File: config.mk
export PLATFORM = sky130hd
export DESIGN_NAME = pnguf_apb_regs
export DESIGN_NICKNAME = d
export VERILOG_FILES = /design/src/sv/pnguf_pkg.sv /design/src/sv/pnguf_apb_regs.sv
export SDC_FILE = /design/constraint.sdc
export NUM_CORES = 1
export LEC_CHECK = 0
export BUFFER_PORTS_ARGS = -buffer_cell sky130_fd_sc_hd__clkbuf_2
export CORE_ASPECT_RATIO = 1.5
export CORE_UTILIZATION = 37
export CTS_BUF_LIST = sky130_fd_sc_hd__clkbuf_4
export CTS_CLUSTER_SIZE = 8
export DETAILED_ROUTE_END_ITERATION = 12
export PLACE_DENSITY = 0.79
export SLEW_MARGIN = 20
export SYNTH_ARGS = -nofsm -noshare
export SYNTH_HDL_FRONTEND = slang
export SYNTH_SLANG_ARGS = --single-unit
export TNS_END_PERCENT = 10
File: constraint.sdc
create_clock -name clk -period 0.9 [get_ports clk]
set_input_delay 0.135 -clock clk [delete_from_list [all_inputs] [get_ports clk]]
set_output_delay 0.135 -clock clk [all_outputs]
set_load 0.01 [all_outputs]
File: src/sv/pnguf_pkg.sv
package pnguf_pkg;

	localparam int MAX_ROW_BYTES_DEF   = 8192;
	localparam int MAX_PIXEL_BYTES_DEF = 4;

	localparam int ROW_W    = 14;
	localparam int BPP_W    = 3;
	localparam int PADDR_W  = 3;
	localparam int PDATA_W  = 32;

	// register map, one 32-bit word per register
	localparam logic REG_ROW_BYTES = 1'b0;
	localparam logic REG_BPP       = 1'b1;

	localparam logic [2:0] FILT_NONE  = 3'd0;
	localparam logic [2:0] FILT_SUB   = 3'd1;
	localparam logic [2:0] FILT_UP    = 3'd2;
	localparam logic [2:0] FILT_AVG   = 3'd3;
	localparam logic [2:0] FILT_PAETH = 3'd4;

	localparam logic [7:0] FILT_MAX_CODE = 8'd4;

	typedef struct packed {
		logic [7:0] data;
		logic       is_filter;
		logic [2:0] filter;
		logic       err;
		logic       first_row;
		logic       last;
	} item_t;

endpackage

File: src/sv/pnguf_apb_regs.sv
module pnguf_apb_regs
	import pnguf_pkg::*;
(
	input  logic               clk,
	input  logic               arst_n,
	input  logic               psel,
	input  logic               penable,
	input  logic               pwrite,
	input  logic [PADDR_W-1:0] paddr,
	input  logic [PDATA_W-1:0] pwdata,
	output logic [PDATA_W-1:0] prdata,
	output logic               pready,
	output logic [ROW_W-1:0]   row_bytes_q,
	output logic [BPP_W-1:0]   bpp_q
);

	logic wr;
	logic sel;

	assign pready = 1'b1;
	assign wr     = psel & penable & pwrite & pready;
	assign sel    = paddr[2];

	always_ff @(posedge clk or negedge arst_n) begin
		if (!arst_n) begin
			row_bytes_q <= ROW_W'(1);
			bpp_q       <= BPP_W'(1);
		end else if (wr) begin
			unique case (sel)
				REG_ROW_BYTES: row_bytes_q <= pwdata[ROW_W-1:0];
				REG_BPP:       bpp_q       <= pwdata[BPP_W-1:0];
				default: ;
			endcase
		end
	end

	always_comb begin
		unique case (sel)
			REG_ROW_BYTES: prdata = PDATA_W'(row_bytes_q);
			REG_BPP:       prdata = PDATA_W'(bpp_q);
			default:       prdata = '0;
		endcase
	end

endmodule

== Word-level counts from Yosys, hierarchy flattened ==
Index checks and enable logic that the tools add are counted.
Word-level totals
  output and inout bits: 50
  word-level logic and storage cells: 8
  register bits: 17
  bits of input ports: 40
Cells by class
  bitwise gates (word level): 3
  reductions and logical operators: 2
  multiplexer cells: 1
Operators with widths (count)
  32-bit one-hot mux with 2 select lines: 1
  2-bit AND reduction: 2
  1-bit AND: 2
  1-bit NOT: 1

== Logic depth before layout (Yosys ltp) ==
  depth in word-level cells: 3
  depth in mapped cells: 3
  gate-level depth less buffers: 2

== Worst setup path after synthesis ==
Ideal clock, no wire load.
  path type: input to register
  start point: input port paddr[2]
  end point: register row_bytes_q[11]
  path buffers: 1
  arrival time: 0.782 ns
  required time: 0.775 ns
  library setup time: 0.125 ns
  stages on the path: 3
  path slack: -0.007 ns
  cells stage by stage: nand4b_4 buf_6 mux2_4
On the way
  longest elaborated chain between the ends: 2
Ends and longest elaborated chain
  start: declaration: RTL line pnguf_apb_regs.sv:9  | input logic [PADDR_W-1:0] paddr,
  1-bit NOT
  2-bit AND reduction (no line)
  end signal: assignment: RTL line pnguf_apb_regs.sv:30  | REG_ROW_BYTES: row_bytes_q <= pwdata[ROW_W-1:0];
  end: declaration: RTL line pnguf_apb_regs.sv:13  | output logic [ROW_W-1:0] row_bytes_q,
No other way between the ends.
A chain may end at the register's enable or synchronous reset.

== Worst setup path in the final report ==
  start point: register bpp_q[1]
  end point: output port prdata[1]
On the way
  longest elaborated chain between the ends: 1
Ends and longest elaborated chain
  start: declaration: RTL line pnguf_apb_regs.sv:14  | output logic [BPP_W-1:0] bpp_q
  start signal: assignment: RTL line pnguf_apb_regs.sv:31  | REG_BPP: bpp_q <= pwdata[BPP_W-1:0];
  32-bit one-hot mux with 2 select lines: RTL line pnguf_apb_regs.sv:38  | unique case (sel)
  end: declaration: RTL line pnguf_apb_regs.sv:11  | output logic [PDATA_W-1:0] prdata,
No other way between the ends. The select of a mux whose other input is x is not followed.

==> reports/results.ini <==
[die]
die_w_um=43.50
core_area_um2=2450
die-area_um2=2795
initial_core_util=0.3902
die_h_um=64.25
io-pin-count=90
num_rows=22

[run_status]
violations=design-rule violations, negative setup slack
status=complete, but fails checks

[power_and_ir_drop]
p_leak_nw=0.7478
p_clk_frac=0.159
total_power_mw=2.488
swShare=0.3114
internal-power_mw=1.713
vdd_drop_max_uv=1180
powerDensity_nw_per_um2=1899
comb_power_share=0.413
pwr-share-seq=0.428
power_switching_mw=0.7747

[timing]
final.setup_skew_ns=0
timing.final.ws_setup_ns=-0.3124
final-hold-violation-count=0
setup_viol=31
final-max-slew-violation-count=0
fin_crit_sh=1.347
rsz0062_at_grt=true
hold_ws_ns=0.07529
timing.fmax_mhz=824.8
period_needed_ns=1.212
fin_setup_tns_ns=-4.475

[drt]
vias=704
wl_per_cell_um=11.99
wl_met2_um=1072
wl_met1_um=676
totalWireLength_um=1882
wl_met3_um=123
viasPerCell=4.484
drtIter0Drc=16
drt_drc_violations_left=14
top_layer=met4
drtAntennaViolNets=0
dr.pass1.iters=8

[critical_path]
crit_chain=mux2_2, clkbuf_2
cp.arrival_ns=1.08
end_kind=primary output
required_ns=0.76
crit_family=flip-flops
cp_num_buf_inv=1
max_stage_delay_ns=0.40
startpoint_type=register
crit_slowest_cell=dfrtp_1
cp_max_fo=3
criticalPathCategory=register to primary output

[global_route]
antenna_found_initial=0
grt_pass1_vias=674
grt_pass1_wl_um=2987
track_usage=0.1444
grt_start_max_net_pins=18
grt_overflow=0

[cells_and_area]
layout_common_cells=clkbuf_2, conb_1, dfrtp_1
nets=174
drive_gt1_frac=0.6617
final_core_util=0.5347
area_growth_pct=37.04
post_layout_nonfiller_instances=157
final_common_cell=clkbuf_2
antenna_cells=0
final_cell_area_um2=1310

[logic_synthesis]
avgSynthCellArea_um2=13.09
synthCells=73
ys_warn_count=0
yosysSeqAreaShare=0.4476
ys_ff_latch=17
synth_area_um2=955.9
ys_types=12

[worst_hold_path]
hold_class=primary input to register

[cts]
cts_buffers=3
clk_latency_ns=0.28
cts_tree=built
cts.clk_slew.worst_paths_ns=0.10
h-tree-depth=1
cts.path.max_buffers=2
cts.sinks=17
root_buffer=clkbuf_4

[placement]
io_buffers=50
dp_cells=149
globalplace.congestion=0.6852
dp_slack_ns=-0.1541
hpwl_um=1473
dpl_cell_area_um2=1200

[flow_run]
cap_viol_max_count=0

-- worst register-to-register path, cell delays in order, from the launching register on --
cell     delay, ns
dfrtp_1       0.40
buf_4         0.14
mux2_4        0.24
-- power by group through the flow --
stage	registers, mW	clock network [mW]	logic [mW]
after floorplan	1.15	0	0.467
after global placement	1.06	0	0.874
after CTS	1.06	0.412	0.971
after detailed placement	1.08	0	0.892
final	1.06	0.395	1.03
after global routing	1.09	0.466	1.10
-- state kept, by name, summed over array words and instances (netlist names) --
signal / count
bpp_q: 3
row_bytes_q: 14
-- synthesized netlist by cell type, drive strengths merged --
master | count | area (µm²)
buf | 20 | 153.9
mux2 | 20 | 262.8
dfrtp | 15 | 375.4
nor2b | 10 | 62.56
conb | 2 | 7.510
dfstp | 2 | 52.55
and2b | 1 | 7.510
clkbuf | 1 | 3.750
nand4 | 1 | 6.260
nand4b | 1 | 23.77
-- per-layer routing --
layer,vias to the layer above,global-route usage
met1,336,0.1530
met2,40,0.2670
li1,326,-
met4,0,0.07031
met3,2,0.01977
met5,-,0
-- worst paths after layout --
| check | from | endpoint | slack [ns] | cells past startpoint |
|---|---|---|---|---|
| min reg2reg | row_bytes_q[9] | row_bytes_q[9] | 0.53 | 1 |
| min | pwdata[5] | row_bytes_q[5] | 0.08 | 2 |
| max in group asynchronous | arst_n | row_bytes_q[0] | 0.23 | 2 |
| max | bpp_q[1] | prdata[1] | -0.31 | 2 |
| max reg2reg | row_bytes_q[1] | row_bytes_q[1] | 0.01 | 2 |
| min in group asynchronous | arst_n | row_bytes_q[4] | 0.34 | 2 |
-- repair_timing --
action / CTS / global route
buffers inserted: 3 / 0
resized for setup: 3 / 12
endpoints found under the hold margin: 15 / 0
hold buffers: 1 / 0
setup endpoints to repair: 31 / 33
-- final cells by class --
class | count | area (µm²)
Clock buffer | 3 | 22.52
Multi-Input combinational cell | 52 | 447.9
Sequential cell | 17 | 427.9
Timing Repair Buffer | 60 | 376.6
Clock inverter | 1 | 5.005
Tap cell | 24 | 30.03
Fill cell | 245 | 1140
-- cells by family after synthesis --
group,count (synthesis),synth area share
multiplexers,20,0.2749
flip-flops,17,0.4476
buffers and inverters,21,0.1649
AND/OR/NAND/NOR,13,0.1047
other,2,0.007856
(Power assumes the default switching activity.)
