## src/sv/pnguf_pkg.sv

```systemverilog
package pnguf_pkg;

	localparam int MAX_ROW_BYTES_DEF   = 8192;
	localparam int MAX_PIXEL_BYTES_DEF = 4;

	localparam int ROW_W    = 14;
	localparam int BPP_W    = 3;
	localparam int PADDR_W  = 3;
	localparam int PDATA_W  = 32;

	// register map, one 32-bit word per register
	localparam logic REG_ROW_BYTES = 1'b0;
	localparam logic REG_BPP       = 1'b1;

	localparam logic [2:0] FILT_NONE  = 3'd0;
	localparam logic [2:0] FILT_SUB   = 3'd1;
	localparam logic [2:0] FILT_UP    = 3'd2;
	localparam logic [2:0] FILT_AVG   = 3'd3;
	localparam logic [2:0] FILT_PAETH = 3'd4;

	localparam logic [7:0] FILT_MAX_CODE = 8'd4;

	typedef struct packed {
		logic [7:0] data;
		logic       is_filter;
		logic [2:0] filter;
		logic       err;
		logic       first_row;
		logic       last;
	} item_t;

endpackage

```

## src/sv/pnguf_recon.sv

```systemverilog
module pnguf_recon
	import pnguf_pkg::*;
#(
	parameter int MAX_PIXEL_BYTES = MAX_PIXEL_BYTES_DEF,
	parameter int SW = (MAX_PIXEL_BYTES > 1) ? $clog2(MAX_PIXEL_BYTES) : 1
) (
	input  logic          clk,
	input  logic          arst_n,
	input  item_t         item,
	input  logic [SW-1:0] slot,
	input  logic [7:0]    prior,
	input  logic          advance,
	output logic [7:0]    pixel
);

	logic [7:0] left_q [MAX_PIXEL_BYTES];
	logic [7:0] ul_q   [MAX_PIXEL_BYTES];

	logic [7:0]        a, b, c, pred;
	logic [8:0]        avg_sum;
	logic signed [9:0] p, da, db, dc;
	logic [7:0]        paeth;

	assign a = left_q[slot];
	assign c = ul_q[slot];
	assign b = item.first_row ? 8'd0 : prior;

	assign avg_sum = {1'b0, a} + {1'b0, b};

	always_comb begin
		p  = $signed({2'b00, a}) + $signed({2'b00, b}) - $signed({2'b00, c});
		da = p - $signed({2'b00, a});
		db = p - $signed({2'b00, b});
		dc = p - $signed({2'b00, c});
		if (da < 0) da = -da;
		if (db < 0) db = -db;
		if (dc < 0) dc = -dc;
		if (da <= db && da <= dc) paeth = a;
		else if (db <= dc)        paeth = b;
		else                      paeth = c;
	end

	always_comb begin
		unique case (item.filter)
			FILT_SUB:   pred = a;
			FILT_UP:    pred = b;
			FILT_AVG:   pred = avg_sum[8:1];
			FILT_PAETH: pred = paeth;
			default:    pred = 8'd0;
		endcase
	end

	assign pixel = item.err ? 8'd0 : item.data + pred;

	// neighbor slots: cleared at each row start, updated per data byte
	always_ff @(posedge clk or negedge arst_n) begin
		if (!arst_n) begin
			for (int i = 0; i < MAX_PIXEL_BYTES; i++) begin
				left_q[i] <= 8'd0;
				ul_q[i]   <= 8'd0;
			end
		end else if (advance) begin
			if (item.is_filter) begin
				for (int i = 0; i < MAX_PIXEL_BYTES; i++) begin
					left_q[i] <= 8'd0;
					ul_q[i]   <= 8'd0;
				end
			end else begin
				left_q[slot] <= pixel;
				ul_q[slot]   <= b;
			end
		end
	end

endmodule

```

## config.mk

```make
export PLATFORM = sky130hd
export DESIGN_NAME = pnguf_recon
export DESIGN_NICKNAME = d
export VERILOG_FILES = /design/src/sv/pnguf_pkg.sv /design/src/sv/pnguf_recon.sv
export SDC_FILE = /design/constraint.sdc
export NUM_CORES = 1
export LEC_CHECK = 0
export ABC_CLOCK_PERIOD_IN_PS = 12630
export BUFFER_PORTS_ARGS = -buffer_cell sky130_fd_sc_hd__buf_2
export CAP_MARGIN = 20
export CORE_MARGIN = 5
export CORE_UTILIZATION = 63
export DETAILED_ROUTE_END_ITERATION = 8
export GPL_TIMING_DRIVEN = 1
export PLACE_DENSITY = 0.8
export SYNTH_ARGS = -nofsm -noshare
export SYNTH_HDL_FRONTEND = slang
export SYNTH_SLANG_ARGS = --single-unit
```

## constraint.sdc

```tcl
create_clock -name clk -period 12.63 [get_ports clk]
set_clock_uncertainty 0.2 [all_clocks]
set_input_delay 1.263 -clock clk [delete_from_list [all_inputs] [get_ports clk]]
set_output_delay 1.263 -clock clk [all_outputs]
set_load 0.05 [all_outputs]
```

; Word level (Yosys, flattened, before mapping)
; Index checks and enable logic that the tools add are counted.
; Widths: inputs -> output; s select.
[classes]
n_addsub = 10
n_lt_le_gt_ge = 8
eq_ne = 4
n_mux = 20
bitwise = 1
n_reduce_logical = 2
[op_table]
columns = operator, n
row1 = $mux 8, 9
row2 = $bwmux 32, 2
row3 = $mux 32, 2
row4 = $bmux 8 s2, 2
row5 = $pmux 8 s4, 1
row6 = $le 10x10->1, 3
row7 = $lt 10x1->1 const B, 3
row8 = $mux 10, 3
row9 = $neg 10->10, 3
row10 = $sub 10x9->10, 3
row11 = $add 8x8->9, 2
row12 = $demux 8 s2, 1
row13 = $sub 9x8->10, 1
row14 = $add 8x8->8, 1
row15 = $eq 3x2->1 const B, 2
row16 = $eq 3x1->1 const B, 1
row17 = $eq 3x3->1 const B, 1
row18 = $ge 3x3->1 const B, 1
row19 = $lt 3x1->1 const B, 1
row20 = $not 2->3, 1
row21 = $logic_and 1x1->1, 2
[totals]
register_bits = 64
inputBits = 28

; Longest topological paths before layout
; Gate-level depths: netlist of run 1.
[depth]
ltp_word = 17
ltp_mapped = 46

; Worst setup path before layout of run 1
; OpenSTA, ideal clock, no wires.
[synth_timing]
path_kind = input -> output
from = in slot[0]
to = out pixel[7]
t_arrival_ps = 10541
path_slack_ps = 626
path_stages = 42
path_cell_list = buf_2 buf_1 clkbuf_1 mux4_2 fa_1 fa_1 nor2b_4 o31a_4 nor2_1 nor2_1 nor2_1 xnor2_1 ha_1 a211o_1 o32ai_2 a211oi_1 a31oi_1 buf_2 [6 not listed] o32a_1 nor4_1 a221oi_1 a221oi_2 nand2_2 clkbuf_1 o21ai_0 o22ai_1 ha_1 a21o_1 a21oi_1 o21bai_1 a21oi_1 o21bai_1 a21oi_1 xnor2_1 xnor2_2 nor2_1
[synth_between]
elab_chain_len = 15
[synth_lines]
columns = item, line
row1 = start: declaration, pnguf_recon.sv:10  ; input logic [SW-1:0] slot,
row2 = $not 2->3 (not written as such) *, "pnguf_recon.sv:24, pnguf_recon.sv:25"
row3 = $bmux 8 s2, pnguf_recon.sv:24  ; assign a = left_q[slot];
row4 = $mux 8 (not written as such) (2 in series), pnguf_recon.sv:24
row5 = $add 8x8->9, "pnguf_recon.sv:28, pnguf_recon.sv:31"
row6 = $sub 9x8->10, pnguf_recon.sv:31  ; p = $signed({2'b00, a}) + $signed({2'b00, b}) - $signed({2'b00, c});
row7 = $sub 10x9->10 (on tied branches), "pnguf_recon.sv:33, pnguf_recon.sv:32, pnguf_recon.sv:34"
row8 = "$neg 10->10, or another cell as far along", pnguf_recon.sv:36  ; if (db < 0) db = -db;
row9 = $mux 10 (on tied branches), "pnguf_recon.sv:36, pnguf_recon.sv:35, pnguf_recon.sv:37"
row10 = $le 10x10->1 (on tied branches), "pnguf_recon.sv:39, pnguf_recon.sv:38"
row11 = $mux 8 or $logic_and 1x1->1 (tied branches), "pnguf_recon.sv:39, pnguf_recon.sv:38"
row12 = $mux 8, pnguf_recon.sv:38  ; if (da <= db && da <= dc) paeth = a;
row13 = $pmux 8 s4 *, pnguf_recon.sv:44  ; unique case (item.filter)
row14 = $add 8x8->8 *, pnguf_recon.sv:53  ; assign pixel = item.err ? 8'd0 : item.data + pred;
row15 = $mux 8 *, pnguf_recon.sv:53
row16 = end: declaration, pnguf_recon.sv:13  ; output logic [7:0] pixel
; Every way passes the cells marked *; elsewhere a longest branch is shown, timed or not. The select of a mux whose other input is x is not followed.

; Worst setup path in the final report of run 1
; Same ends and word-level chain as after synthesis.

==> key figures, run 1 <==
Outcome
  • Status: completed

Final layout
  • Most frequent cells in the layout: 72 x ha_1, 64 x dfrtp_1, 60 x inv_1
  • Fillcell total: 896
  • Area Overhead vs Synth: 9.470%
  • Ant diodes: 0
  • Share of cells above drive strength 1: 14.43%
  • Final Core Density: 69.46%
  • Most common cell after layout, fill and taps aside: ha_1
  • Nets: 906

Drt
  • Final ANT Viol Nets: 0
  • Drt total wl: 18180 µm
  • Via density: 6.460
  • Routed WL per cell: 19.40 µm
  • Drt drc: 0
  • Vias: 6053
  • Drt first pass iters: 5
  • DR iter-0 viols: 577

Worst setup path
  • Slowest cell on the critical path: mux4_2
  • Startpoint Class: input pin
  • Critical path arrival: 10.55 ns
  • Setup crit start: slot[0]
  • CP required: 11.17 ns
  • Most used cell, CP: nor2_1
  • Worst Path Max Fanout: 19
  • R2r startpoint: ul_q[0]
  • R2R cell count: 44
  • Setup CP Type: input pin to output pin
  • Max incr delay on CP: 0.58 ns
  • Crit. End Element: output pin

Placement
  • Buffers on Ports: 34
  • GPL Wtd Cong: 0.9071
  • DP HPWL: 14230 µm

Die
  • IO Count: 36
  • Initial core utilization: 63.45%
  • Die width: 114.0 µm
  • DIE AREA: 13000 µm²
  • Core box area: 10750 µm²
  • Row Count: 38
  • DIE HEIGHT: 114.0 µm

Synthesis
  • Multiplexer area fraction after synthesis: 5.707%
  • Total number of yosys warnings: 0
  • Synthesized cell area: 6818 µm²
  • Compound-Gate Fraction of Synth Area: 26.65%
  • Seq/Total Area, Yosys: 23.49%
  • Synth cell types: 75
  • Synth Area in Simple Gates: 13.84%
  • Largest family of logic cells by synthesized area: compound AO/OA/AOI/OAI gates
  • EDFF count, synth: 0
  • Adder-Cell Fraction of Synth Area: 17.36%
  • Post-Synthesis Cells: 757
  • Syn_nets: 870
  • Ys async rst share: 100.0%
  • Top_reg_cell synth: dfrtp_1
  • Synth Area in XOR/XNOR: 7.818%
  • Avg Inst Size Synth: 9.006 µm²
  • #FFs+latches synth: 64

STA
  • Final TNS setup: 0 ns
  • Period minus WS final: 12.01 ns
  • RSZ-0062 raised after global routing: no
  • Period utilization: 95.09%
  • Max-slew violation count: 0
  • Slew @ Worst Pin: 0.8458 ns
  • Relative slew slack: 43.61%
  • Max Fclk: 83.26 MHz
  • Final setup viols: 0
  • Final Hold Fails: 0

GRT
  • GRT busiest layer: met2
  • Largest net degree at the start of global routing: 65
  • M1 GR Usage: 39.17%
  • Total GRT Usage: 29.66%
  • Vias in the first global route: 6217
  • Met3 usage: 5.995%
  • Global route total overflow: 0
  • Initial antenna violation count: 0
  • Met2 usage: 48.24%
  • First-pass GRT wire length: 30530 µm

Clock network
  • Clock Pin Slew Worst Setup and Hold Paths: 0.07 ns
  • Num CTS Buffers: 9
  • CTS tree: done
  • Clock root buffer: clkbuf_8
  • Clk buf depth: 2
  • Clk Latency, worst-skew pair: 0.36 ns
  • CTS Sinks: 64
  • CTS H-tree depth: 3
  • # hold bufs at CTS: 0

Min path
  • Hold path depth: 2
  • Hold path startpoint: ul_q[2]
  • Hold Path Class: flop to flop

Job
  • Max Cap Viol: 0
worst max-delay path, delay by kind of cell:
family                   cells  cell delay, ns
adder cells (fa/ha/maj)      5            1.55
AND/OR/NAND/NOR              8            1.17
multiplexers                 1            0.58
buffers and inverters        6            1.14
AO/OA/AOI/OAI               21            4.02
XOR/XNOR                     4            0.78
sequential cells by signal, indices dropped and copies added (netlist names):
register / flops
left_q: 32
ul_q: 32
cell usage after synthesis (all sizes together) (13+ instances only):
master | count | area (µm²)
xnor2 | 39 | 349.1
mux4 | 14 | 315.3
nand2 | 46 | 175.2
inv | 60 | 225.2
a22o | 53 | 464.2
dfrtp | 64 | 1602
o21a | 15 | 113.9
ha | 72 | 900.9
xor2 | 21 | 183.9
a21o | 14 | 105.1
a211oi | 15 | 130.1
nor2 | 56 | 210.2
fa | 13 | 260.3
nor2b | 23 | 151.4
clkbuf | 23 | 86.33
o21ai | 48 | 244.0
a21oi | 31 | 155.2
layout make-up:
| class | instances | area, µm² | area share, % |
|---|---|---|---|
| Tap cell | 140 | 175.2 | 2.347 |
| Sequential cell | 64 | 1602 | 21.46 |
| Inverter | 60 | 225.2 | 3.018 |
| Timing Repair Buffer | 57 | 349.1 | 4.677 |
| Multi-Input combinational cell | 601 | 4892 | 65.55 |
| Clock buffer | 12 | 155.1 | 2.079 |
| Clock inverter | 3 | 65.06 | 0.8718 |
layer usage:
| layer | part of all wire [%] | routed length, µm | up-vias |
|---|---|---|---|
| met2 | 47 | 8523 | 241 |
| met3 | 6.7 | 1227 | 42 |
| li1 | - | - | 2847 |
| met4 | 2.8 | 502 | 0 |
| met1 | 44 | 7925 | 2923 |
| met5 | 0 | 0 | - |
metrics by stage:
stage,cell area (µm²),hold slack (ns),std cells,worst slack [ns]
3_5_place_dp,7188,0.2658,919,0.2308
4_1_cts,7408,0.2814,934,0.2024
5_1_grt,7463,0.3059,937,0.02619
2_1_floorplan,6818,0.2448,757,0.6262
3_3_place_gp,7188,0.2599,919,0.6207
6_report,7463,0.2817,937,0.6201
worst paths after layout:
path                            slack (ns)    endpoint
min in group asynchronous             0.88  left_q[30]
worst min register to register        0.28     ul_q[2]
max in group asynchronous            10.82  left_q[25]
worst max register to register        2.95  left_q[15]
worst max-delay path                  0.62    pixel[7]
worst min-delay path                  0.28     ul_q[2]
what timing repair did:
action / CTS / global route
resized for setup: 0 / 8
setup endpoints to repair: 0 / 3
setup buffers: 0 / 3
cells by family after synthesis:
kind of cell               Yosys count
and+or+nand+nor                    187
AOI/OAI and AO/OA                  246
muxes                               21
buffers and inverters               92
xor gates and xnor gates            60
adders and majority gates           87
DFF                                 64
Power of run 1 is not shown: default switching activity piles up to over one toggle a cycle in this logic, so the estimate is an artifact.
==> run 2: changes to the inputs <==
- ABC_CLOCK_PERIOD_IN_PS: 12630 -> 14730
- CORE_UTILIZATION: 63 -> 45
- PLACE_DENSITY: 0.8 -> 0.6
- clock period: 12.63 -> 14.73 ns (I/O delays scaled with it)
==> run 2 against run 1 <==
Against the previous run: via count is 2.7% lower; global-route usage down 8.0 points; largest cell class unchanged; critical path depth shrank 1; routed wire length up 7.0%; die area increased by 36%; cell area rose by 0.75%; first-iteration DRC count down 14%; final cell count rose by 3.8%; sequential share of layout area down 0.16 points; setup slack gained 0.83 ns.
==> key figures, run 2 (synthesized netlist as in run 1, its figures left out) <==
Outcome
  • Status: completed (unchanged)

STA
  • Period utilization: 90.18%
  • Relative slew slack: 41.56% (was 43.61%)
  • Period minus WS final: 13.28 ns
  • RSZ-0062 raised after global routing: no (unchanged)
  • Max-slew violation count: 0 (unchanged)
  • Final TNS setup: 0 ns (unchanged)
  • Slew @ Worst Pin: 0.8675 ns (was 0.8458 ns)
  • Max Fclk: 75.28 MHz
  • Final setup viols: 0 (unchanged)
  • Final Hold Fails: 0 (unchanged)

Final layout
  • Most common cell after layout, fill and taps aside: ha_1 (unchanged)
  • Largest regs: left_q x32, ul_q x32 (unchanged)
  • Share of cells above drive strength 1: 12.48% (was 14.43%)
  • Area Overhead vs Synth: 10.30% (was 9.470%)
  • Most frequent cells in the layout: 72 x ha_1, 64 x dfrtp_1, 60 x inv_1 (unchanged)
  • Ant diodes: 0 (unchanged)
  • Nets: 893 (was 906)
  • Fillcell total: 1390 (was 896)

Job
  • Max Cap Viol: 0 (unchanged)

Worst setup path
  • Most used cell, CP: ha_1 (was nor2_1)
  • CP required: 13.06 ns (was 11.17 ns)
  • R2r startpoint: ul_q[0] (unchanged)
  • Crit. End Element: output pin (unchanged)
  • Crit path buf inv count: 5 (was 6)
  • Max incr delay on CP: 0.66 ns (was 0.58 ns)
  • Critical path's top delay family: compound AO/OA/AOI/OAI gates (unchanged)
  • Setup crit start: slot[0] (unchanged)
  • Critical path arrival: 11.61 ns (was 10.55 ns)
  • Worst Path Max Fanout: 24 (was 19)
  • Setup CP Type: input pin to output pin (unchanged)
  • Startpoint Class: input pin (unchanged)
  • Slowest cell on the critical path: mux4_2 (unchanged)

Drt
  • DR iter-0 viols: 499 (was 577)
  • Vias: 5892 (was 6053)
  • Routed WL per cell: 20.00 µm (was 19.40 µm)
  • Via density: 6.055 (was 6.460)
  • Metal3 WL: 731 µm (was 1227 µm)
  • Drt drc: 0 (unchanged)
  • Drt first pass iters: 5 (unchanged)
  • WL met1: 9038 µm (was 7925 µm)
  • Final ANT Viol Nets: 0 (unchanged)
  • Top routing layer in use: met4 (unchanged)
  • DR WL met2: 9196 µm (was 8523 µm)
  • Drt total wl: 19460 µm (was 18180 µm)

Placement
  • DP HPWL: 15290 µm (was 14230 µm)
  • GPL Wtd Cong: 0.9059 (was 0.9071)
  • Buffers on Ports: 34 (unchanged)

Clock network
  • Post-cts sizing count: 0 (unchanged)
  • Num CTS Buffers: 9 (unchanged)
  • Clock root buffer: clkbuf_16 (was clkbuf_8)
  • CTS tree: done (unchanged)
  • CTS Sinks: 64 (unchanged)
  • Clk buf depth: 2 (unchanged)
  • CTS H-tree depth: 3 (unchanged)
  • Clock Pin Slew Worst Setup and Hold Paths: 0.05 ns (was 0.07 ns)
  • # hold bufs at CTS: 0 (unchanged)
  • Clk Latency, worst-skew pair: 0.32 ns (was 0.36 ns)
  • Post-CTS Setup Bufs: 0 (unchanged)

Die
  • Die width: 133.1 µm (was 114.0 µm)
  • Row Count: 45 (was 38)
  • Core box area: 15030 µm² (was 10750 µm²)
  • DIE HEIGHT: 133.1 µm (was 114.0 µm)
  • IO Count: 36 (unchanged)
  • DIE AREA: 17710 µm² (was 13000 µm²)
  • Initial core utilization: 45.35% (was 63.45%)

GRT
  • Initial antenna violation count: 0 (unchanged)
  • Vias in the first global route: 5770 (was 6217)
  • First-pass GRT wire length: 30580 µm (was 30530 µm)
  • Largest net degree at the start of global routing: 65 (unchanged)
  • Global route total overflow: 0 (unchanged)
  • Total GRT Usage: 21.71% (was 29.66%)

Min path
  • Hold path startpoint: left_q[7] (was ul_q[2])
  • Hold Path Class: flop to flop (unchanged)
## run 2: worst paths after layout
check	endpoint	slack [ns]	depth (start not counted)
worst min register to register	left_q[7]	0.29	2
max in group asynchronous	left_q[16]	12.67	2
worst min-delay path	left_q[7]	0.29	2
min in group asynchronous	left_q[4]	1.12	2
worst max-delay path	pixel[7]	1.45	44
worst max register to register	left_q[15]	4.72	42
## run 2: metal layers
layer / track usage [%] / vias to the layer above
li1: - / 2807
met1: 29.94 / 2917
met2: 35.78 / 145
met3: 2.890 / 23
met4: 6.120 / 0
met5: 0 / -
## run 2: cell type report
class / instances / area [µm²] / area share (%)
clock buffers: 11 / 242.7 / 3.228
clock inverters: 5 / 103.9 / 1.381
inverters: 60 / 225.2 / 2.995
multi-input cells: 601 / 4866 / 64.71
flip-flops and latches: 64 / 1602 / 21.30
well taps: 188 / 235.2 / 3.128
repair buffers: 44 / 245.2 / 3.261
## run 2: per-stage QoR
stage | hold slack (ns) | instance area, µm² | utilization, % | instances | worst slack [ns]
2_1_floorplan | 0.2448 | 6818 | - | 757 | 2.306
3_3_place_gp | 0.2614 | 7173 | 47.72 | 957 | 1.719
3_5_place_dp | 0.2735 | 7173 | 47.72 | 957 | 1.448
4_1_cts | 0.2851 | 7520 | 50.02 | 973 | 1.436
5_1_grt | 0.3079 | 7520 | 50.02 | 973 | 0.8373
6_report | 0.2878 | 7520 | 50.02 | 973 | 1.446
## run 2: worst reg2reg max path, delay by kind of cell (launching register included)
kind	cells	cell delay (ns)
xor+xnor	4	1.04
mux	1	0.54
flops	1	0.38
buf+inv	3	0.44
compound gates	22	4.19
fa+ha+maj	6	2.11
simple gates	6	1.00
Power of run 2 is left out for the same reason.
